## config.mk

```make
export PLATFORM = sky130hd
export DESIGN_NAME = pib_ctrl
export DESIGN_NICKNAME = d
export VERILOG_FILES = /design/src/rtl/palette_index_builder_assert.svh /design/src/rtl/pib_pkg.sv /design/src/rtl/pib_ctrl.sv
export SDC_FILE = /design/constraint.sdc
export NUM_CORES = 1
export LEC_CHECK = 0
export BUFFER_PORTS_ARGS = -buffer_cell sky130_fd_sc_hd__buf_2
export CAP_MARGIN = 20
export CORE_AREA = 2 2 39 41
export CTS_CLUSTER_DIAMETER = 200
export DETAILED_ROUTE_END_ITERATION = 12
export DIE_AREA = 0 0 41 43
export GPL_TIMING_DRIVEN = 0
export PLACE_DENSITY = 0.36
export SKIP_LAST_GASP = 1
export SYNTH_ARGS = -nofsm -noshare
export SYNTH_HDL_FRONTEND = slang
export SYNTH_SLANG_ARGS = --single-unit
```

## constraint.sdc

```tcl
create_clock -name i_clk -period 1.1 [get_ports i_clk]
set_clock_uncertainty 0.2 [all_clocks]
set_input_delay 0 -clock i_clk [delete_from_list [all_inputs] [get_ports i_clk]]
set_output_delay 0 -clock i_clk [all_outputs]
set_load 0.01 [all_outputs]
```

## src/rtl/palette_index_builder_assert.svh

```systemverilog
// assertion macros for the palette index builder
`ifndef PALETTE_INDEX_BUILDER_ASSERT_SVH
`define PALETTE_INDEX_BUILDER_ASSERT_SVH

`ifndef SYNTHESIS

`define PIB_ASSERT_NEVER(label, expr) \
    label: assert property (@(posedge i_clk) disable iff (!i_rst_n) !(expr)) \
        else $error("pib: forbidden condition seen");

`define PIB_ASSERT_IMPLY(label, ante, cons) \
    label: assert property (@(posedge i_clk) disable iff (!i_rst_n) (ante) |-> (cons)) \
        else $error("pib: implication failed");

`define PIB_ASSERT_NEXT(label, ante, cons) \
    label: assert property (@(posedge i_clk) disable iff (!i_rst_n) (ante) |=> (cons)) \
        else $error("pib: next-cycle implication failed");

`else

`define PIB_ASSERT_NEVER(label, expr)
`define PIB_ASSERT_IMPLY(label, ante, cons)
`define PIB_ASSERT_NEXT(label, ante, cons)

`endif

`endif

```

## src/rtl/pib_pkg.sv

```systemverilog
// shared types and constants of the palette index builder
package pib_pkg;

    localparam int COLOR_W    = 32;
    localparam int BYTE_W     = 8;
    localparam int NIBBLE_W   = 4;
    localparam int OUT_DATA_W = 2 * BYTE_W;
    localparam int OUT_USER_W = 3;

    localparam logic [NIBBLE_W-1:0] NIBBLE_MASK = 4'hF;

    // bit positions in the output tuser
    localparam int U_NEW_ENTRY    = 0;
    localparam int U_PALETTE_FULL = 1;
    localparam int U_BYTE_VALID   = 2;

    localparam logic MODE_CLUT8 = 1'b0;
    localparam logic MODE_CLUT4 = 1'b1;

    typedef logic [BYTE_W-1:0] t_byte;

    typedef struct packed {
        logic load;
        logic search;
        logic emit;
    } t_cmd;

    typedef struct packed {
        logic done;
        logic out_free;
    } t_sts;

endpackage

```

## src/rtl/pib_ctrl.sv

```systemverilog
// controller state machine: accept, search, emit
module pib_ctrl (
    input  logic          i_clk,
    input  logic          i_rst_n,
    input  logic          i_in_valid,
    output logic          o_in_ready,
    input  pib_pkg::t_sts i_sts,
    output pib_pkg::t_cmd o_cmd
);

    typedef enum logic [1:0] {
        S_IDLE,
        S_SEARCH,
        S_EMIT
    } t_state;

    t_state r_state;
    logic   r_in_ready;

    always_ff @(posedge i_clk) begin
        if (!i_rst_n) begin
            r_state    <= S_IDLE;
            r_in_ready <= 1'b1;
        end else begin
            unique case (r_state)
                S_IDLE: begin
                    if (i_in_valid) begin
                        r_state    <= S_SEARCH;
                        r_in_ready <= 1'b0;
                    end
                end
                S_SEARCH: begin
                    if (i_sts.done) begin
                        r_state <= S_EMIT;
                    end
                end
                S_EMIT: begin
                    if (i_sts.out_free) begin
                        r_state    <= S_IDLE;
                        r_in_ready <= 1'b1;
                    end
                end
                default: begin
                    r_state    <= S_IDLE;
                    r_in_ready <= 1'b1;
                end
            endcase
        end
    end

    assign o_in_ready   = r_in_ready;
    assign o_cmd.load   = r_in_ready & i_in_valid;
    assign o_cmd.search = (r_state == S_SEARCH);
    assign o_cmd.emit   = (r_state == S_EMIT) & i_sts.out_free;

endmodule

```

==> flow_summary.json, run 1 <==
{
  "p_leak_nw": 0.124,
  "postCtsSetupBuffers": 0,
  "slowest_stage": "dfxtp_4",
  "area_growth_pct": 87.6,
  "critical_path_class": "flip-flop to primary output",
  "via_per_inst": 3.63,
  "syn_area_um2": 151,
  "outcome": "finished with violations",
  "synth_warnings": 0,
  "vias": 178,
  "synth_area_leader_cell": "dfxtp_1",
  "ys_ff_latch": 3,
  "power_frac_comb": 0.164,
  "p_sw_frac": 0.235,
  "design_area_um2": 284,
  "htreeDepth": 1,
  "seqCellArea_um2": 68.8,
  "worstPathCellList": "nor2b_4 > buf_2",
  "n_antenna_cell": 0,
  "start_util": 0.109,
  "synth_nets": 23,
  "p_per_area_nw_per_um2": 1330,
  "grt_pass1_vias": 166,
  "firstDrtPassIters": 4,
  "clk_latency_ns": 0.23,
  "finalNonFillerCells": 49,
  "power_frac_seq": 0.339,
  "worstPathArrival_ns": 0.87,
  "post_dp_cell_area_um2": 211,
  "period_share": 0.968,
  "core_um2": 1380,
  "period_minus_slack_ns": 1.07,
  "syn_area_per_cell_um2": 8.41,
  "hold_buffers": 3,
  "drt_iter0_markers": 3,
  "ant_nets": 0,
  "drt-total-wl_um": 410,
  "cts-buffers-inserted": 3,
  "hold_viol": 2,
  "root_buffer": "clkbuf_4",
  "ios": 9,
  "place_congestion": 0.546,
  "rows": 14,
  "cp_max_fo": 5,
  "clkPwrFrac": 0.497,
  "fill_cells": 162,
  "grt-ovfl-total": 0,
  "seq_area_frac_synth": 0.397,
  "cap_violations": 0,
  "finalSetupViolCount": 0,
  "fmax_ghz": 0.939,
  "vdd_drop_max_uv": 288,
  "crit_path_end_kind": "primary output",
  "cpPeakStageDelay_ns": 0.36,
  "synth.top_cells.by_area": "dfxtp_1 (40%), nor2b_2 (12%), nor3b_1 (9.9%)",
  "finalPower_mw": 0.378,
  "rsz0062_at_grt": "yes",
  "p_int_mw": 0.289,
  "drcViolationCount": 0,
  "dp_cells": 42,
  "finalSetupTns_ns": 0,
  "worst_ep_required_time_ns": 0.90,
  "timing.hold.ws_ns": -0.0350,
  "clk_pin_slew_ns": 0.03,
  "cts.sinks": 3,
  "max_slew_margin": 0.880,
  "multi_input_area_um2": 95.1,
  "die_x_um": 41,
  "final_max_slew_viol_count": 0,
  "violations": "hold timing",
  "antenna_found_initial": 0,
  "detail_route.wl_per_cell_um": 8.37,
  "worstSetupStartpointType": "flip-flop",
  "yosys.cell_types.count": 12,
  "track_usage": 0.0532,
  "grt_pass1_wl_um": 579,
  "cts_tree": "yes",
  "drive_gt1_frac": 0.515,
  "tightest_slew_ns": 0.180,
  "fp.dieH_um": 43,
  "io_buffers": 8,
  "clockBufferDepth": 2,
  "nets": 39,
  "grt_max_degree": 7,
  "synth_top_area_frac": 0.397,
  "synthCells": 18,
  "fp.dieArea_um2": 1760,
  "hp-class": "primary input to flip-flop",
  "netSwitchingPower_mw": 0.0890
}
-- routing by layer --
layer,GRT usage,vias to the layer above,part of all wire
li1,-,90,-
met1,0.0577,79,0.48
met2,0.0594,9,0.37
met3,0.0209,0,0.15
met4,0.0800,0,0
met5,0,-,0
-- worst max-delay path: cells and delay by family (launching register included) --
kind                   cells  cell delay (ns)
DFF                        1             0.36
buffers and inverters      1             0.13
and+or+nand+nor            1             0.14
-- cell usage in the layout, fill, tap and decap left out, types with 2 or more instances in the layout --
cell type / netlist / final
dlygate4sd3_1: 0 / 3
clkbuf_4: 0 / 3
nor3b_1: 2 / 2
buf_2: 0 / 8
a21oi_1: 2 / 2
dfxtp_4: 0 / 2
nor2_1: 2 / 2
-- power by group through the flow --
stage	Sequential, mW	Combinational [mW]	Clock [mW]
6_report	0.128	0.0622	0.188
5_1_grt	0.130	0.0697	0.205
4_1_cts	0.128	0.0601	0.203
3_5_place_dp	0.129	0.0515	0
3_3_place_gp	0.129	0.0517	0
2_1_floorplan	0.129	0.0274	0
-- stage by stage --
stage	utilization	worst slack [ns]
6_report	0.205	0.0347
5_1_grt	0.205	-0.0198
4_1_cts	0.195	-0.00493
3_5_place_dp	0.153	0.0475
3_3_place_gp	0.153	0.0273
2_1_floorplan	-	0.0652
-- cell type report --
class                   count  share of cell area
multi-input cells          14               0.335
repair buffers             11               0.247
flip-flops and latches      3               0.242
clock buffers               4              0.0925
well taps                  16              0.0705
inverters                   1              0.0132
-- synth_stat cells --
library cell and instances:
dfxtp_1 3, a21oi_1 2, nor2_1 2, nor2b_2 2, nor3b_1 2, and2_1 1
inv_1 1, mux2i_1 1, nand2_1 1, nand2b_1 1, o21ai_1 1, or2_0 1
-- flip-flops by register name (all words and copies together), names as in the netlist --
name	cells
o_in_ready	1
r_state	2
-- path summary, 6_finish.rpt --
| kind | startpoint | end | slack, ns | cells after the start |
|---|---|---|---|---|
| max | r_state[0]$_SDFFE_PN0P_ | o_cmd[1] | 0.03 | 2 |
| min | i_sts[0] | r_state[1]$_SDFFE_PN0P_ | -0.03 | 4 |
| max reg2reg | o_in_ready$_SDFFE_PN1P_ | o_in_ready$_SDFFE_PN1P_ | 0.05 | 3 |
| min reg2reg | r_state[1]$_SDFFE_PN0P_ | r_state[0]$_SDFFE_PN0P_ | 0.28 | 1 |
-- repair_timing --
action                                  4_1_cts  5_1_grt
endpoints found under the setup margin        2        4
resized for setup                             2        5
endpoints found under the hold margin         3        1
pin swaps                                     0        2
-- logic make-up after synthesis --
family / after synthesis / share of synthesized area
mux: 1 / 0.0661
simple gates: 10 / 0.413
buf+inv: 1 / 0.0248
flops: 3 / 0.397
compound gates: 3 / 0.0991
Power figures use the tool's default switching activity.
==> inputs of run 2 (changes only) <==
- SETUP_SLACK_MARGIN: unset -> 0.1
==> run 2 against run 1 <==
Against the previous run:
- the run still ends with hold timing left
- wire length down 3.7%
- critical path depth increased by 1
- sequential power is essentially flat
- register-to-register slack barely moved
- first-iteration DRC count down 67%
- die area unchanged
- maximum frequency rose by 0.22%
- clock power about the same
- sequential share of layout area decreased by 1.6 points
- critical endpoint is now o_cmd[0]
==> flow_summary.json, run 2 (synthesized netlist as in run 1, its figures left out) <==
{
  "crit_cells": 3,
  "final_common_cell": "buf_2",
  "area_growth_pct": 101,
  "crit_family": "flip-flops",
  "power_frac_seq": 0.329,
  "fmax_ghz": 0.941,
  "n_antenna_cell": 0,
  "clockBufferDepth": 2,
  "cpPeakStageDelay_ns": 0.37,
  "clk_latency_ns": 0.23,
  "clkPwrFrac": 0.482,
  "seqCellArea_um2": 68.8,
  "period_minus_slack_ns": 1.06,
  "track_usage": 0.0602,
  "tightest_slew_ns": 0.172,
  "timing.hold.ws_ns": -0.0292,
  "grt_max_degree": 7,
  "hold_viol": 2,
  "cts-buffers-inserted": 3,
  "worstPathArrival_ns": 0.86,
  "rsz0062_at_grt": "yes",
  "finalSetupViolCount": 0,
  "worstReg2RegStart": "r_state[1]$_SDFFE_PN0P_",
  "firstDrtPassIters": 2,
  "max_slew_margin": 0.886,
  "cts.sinks": 3,
  "rows": 14,
  "via_per_inst": 3.49,
  "rr_endpoint": "r_state[1]$_SDFFE_PN0P_",
  "die_x_um": 41,
  "worst_ep_required_time_ns": 0.90,
  "hp-class": "primary input to flip-flop",
  "critical_path_buf_inv_count": 1,
  "vdd_drop_max_uv": 347,
  "hold_buffers": 3,
  "cts_tree": "yes",
  "top_register": "r_state",
  "fp.dieArea_um2": 1760,
  "crit_path_end_kind": "primary output",
  "p_sw_frac": 0.228,
  "outcome": "finished with violations",
  "grt-ovfl-total": 0,
  "htreeDepth": 1,
  "p_int_mw": 0.300,
  "drt-total-wl_um": 395,
  "antenna_found_initial": 0,
  "detail_route.wl_per_cell_um": 8.06,
  "vias": 171,
  "grt_pass1_vias": 176,
  "p_per_area_nw_per_um2": 1280,
  "worstSetupStartpointType": "flip-flop",
  "cap_violations": 0,
  "final_cell_mix": "buf_2 (6), clkbuf_4 (3)",
  "fill_cells": 160,
  "root_buffer": "clkbuf_4",
  "hpwl_um": 277,
  "power_frac_comb": 0.189,
  "p_leak_nw": 0.140,
  "start_util": 0.109,
  "violations": "hold timing",
  "drive_gt1_frac": 0.545,
  "ios": 9,
  "slowest_stage": "dfxtp_4",
  "multi_input_area_um2": 100,
  "netSwitchingPower_mw": 0.0882,
  "period_share": 0.966,
  "cp-endpoint": "o_cmd[0]",
  "final_max_slew_viol_count": 0,
  "core_um2": 1380,
  "ff2ff_path_depth": 3,
  "worstPathCellList": "nand2_1 > nor2_1 > buf_2",
  "critical_path_class": "flip-flop to primary output",
  "nets": 39,
  "clk_pin_slew_ns": 0.04,
  "drcViolationCount": 0,
  "drt_iter0_markers": 1,
  "largest_reg_flops": 2,
  "final_util": 0.220,
  "io_buffers": 8,
  "crit_start": "r_state[1]$_SDFFE_PN0P_",
  "ant_nets": 0,
  "finalPower_mw": 0.388,
  "grt_pass1_wl_um": 634,
  "place_congestion": 0.552,
  "cp_max_fo": 6,
  "fp.dieH_um": 43,
  "rrSetupSlack_ns": 0.06
}
## run 2: area by class of cell
class | instances | share of cell area
clock buffers | 4 | 0.0864
well taps | 16 | 0.0658
repair buffers | 11 | 0.280
multi-input cells | 14 | 0.329
flip-flops and latches | 3 | 0.226
inverters | 1 | 0.0123
## run 2: worst min path at each step
stage	slack (ns)	to	cells after the start	from
floorplan	-0.12	o_in_ready$_SDFFE_PN1P_	1	i_rst_n
global route	-0.008	r_state[1]$_SDFFE_PN0P_	4	i_sts[0]
global placement	0.002	o_in_ready$_SDFFE_PN1P_	2	i_rst_n
detailed placement	0.0007	o_in_ready$_SDFFE_PN1P_	2	i_rst_n
CTS	-0.06	r_state[1]$_SDFFE_PN0P_	4	i_sts[0]
finish	-0.03	r_state[1]$_SDFFE_PN0P_	4	i_sts[0]
## run 2: metrics by stage
stage / setup WS, ns / hold slack [ns] / TNS, ns / area (um^2) / cells
finish: 0.0371 / -0.0292 / 0 / 304 / 49
detailed placement: 0.0694 / 0.000741 / 0 / 219 / 42
global route: -0.0144 / -0.00827 / -0.0286 / 304 / 49
CTS: 0.0223 / -0.0642 / 0 / 282 / 49
floorplan: 0.0820 / -0.120 / 0 / 159 / 18
global placement: 0.0444 / 0.00186 / 0 / 219 / 42
## run 2: worst reg2reg max path, cell delays in order (launching register included)
cell	delay, ns
dfxtp_4	0.36
nor3b_2	0.15
a21oi_1	0.16
nor2b_2	0.06
## run 2: power by group through the flow
stage | Sequential, mW | Clock, mW | Combinational (mW)
finish | 0.127 | 0.187 | 0.0735
global route | 0.129 | 0.211 | 0.0824
CTS | 0.127 | 0.198 | 0.0616
detailed placement | 0.131 | 0 | 0.0530
global placement | 0.131 | 0 | 0.0539
floorplan | 0.131 | 0 | 0.0293
## run 2: layer usage
| metal | GRT usage | share of wire | vias up |
|---|---|---|---|
| met1 | 0.0545 | 0.44 | 74 |
| met3 | 0.0471 | 0.13 | 0 |
| met4 | 0.0600 | 0 | 0 |
| li1 | - | - | 88 |
| met2 | 0.0781 | 0.43 | 9 |
| met5 | 0 | 0 | - |
## run 2: what timing repair did
item | CTS | global route
endpoints found under the setup margin | 5 | 6
buffers inserted | 0 | 0
pin swaps | 1 | 1
endpoints found under the hold margin | 3 | 1
gates resized for setup | 3 | 5
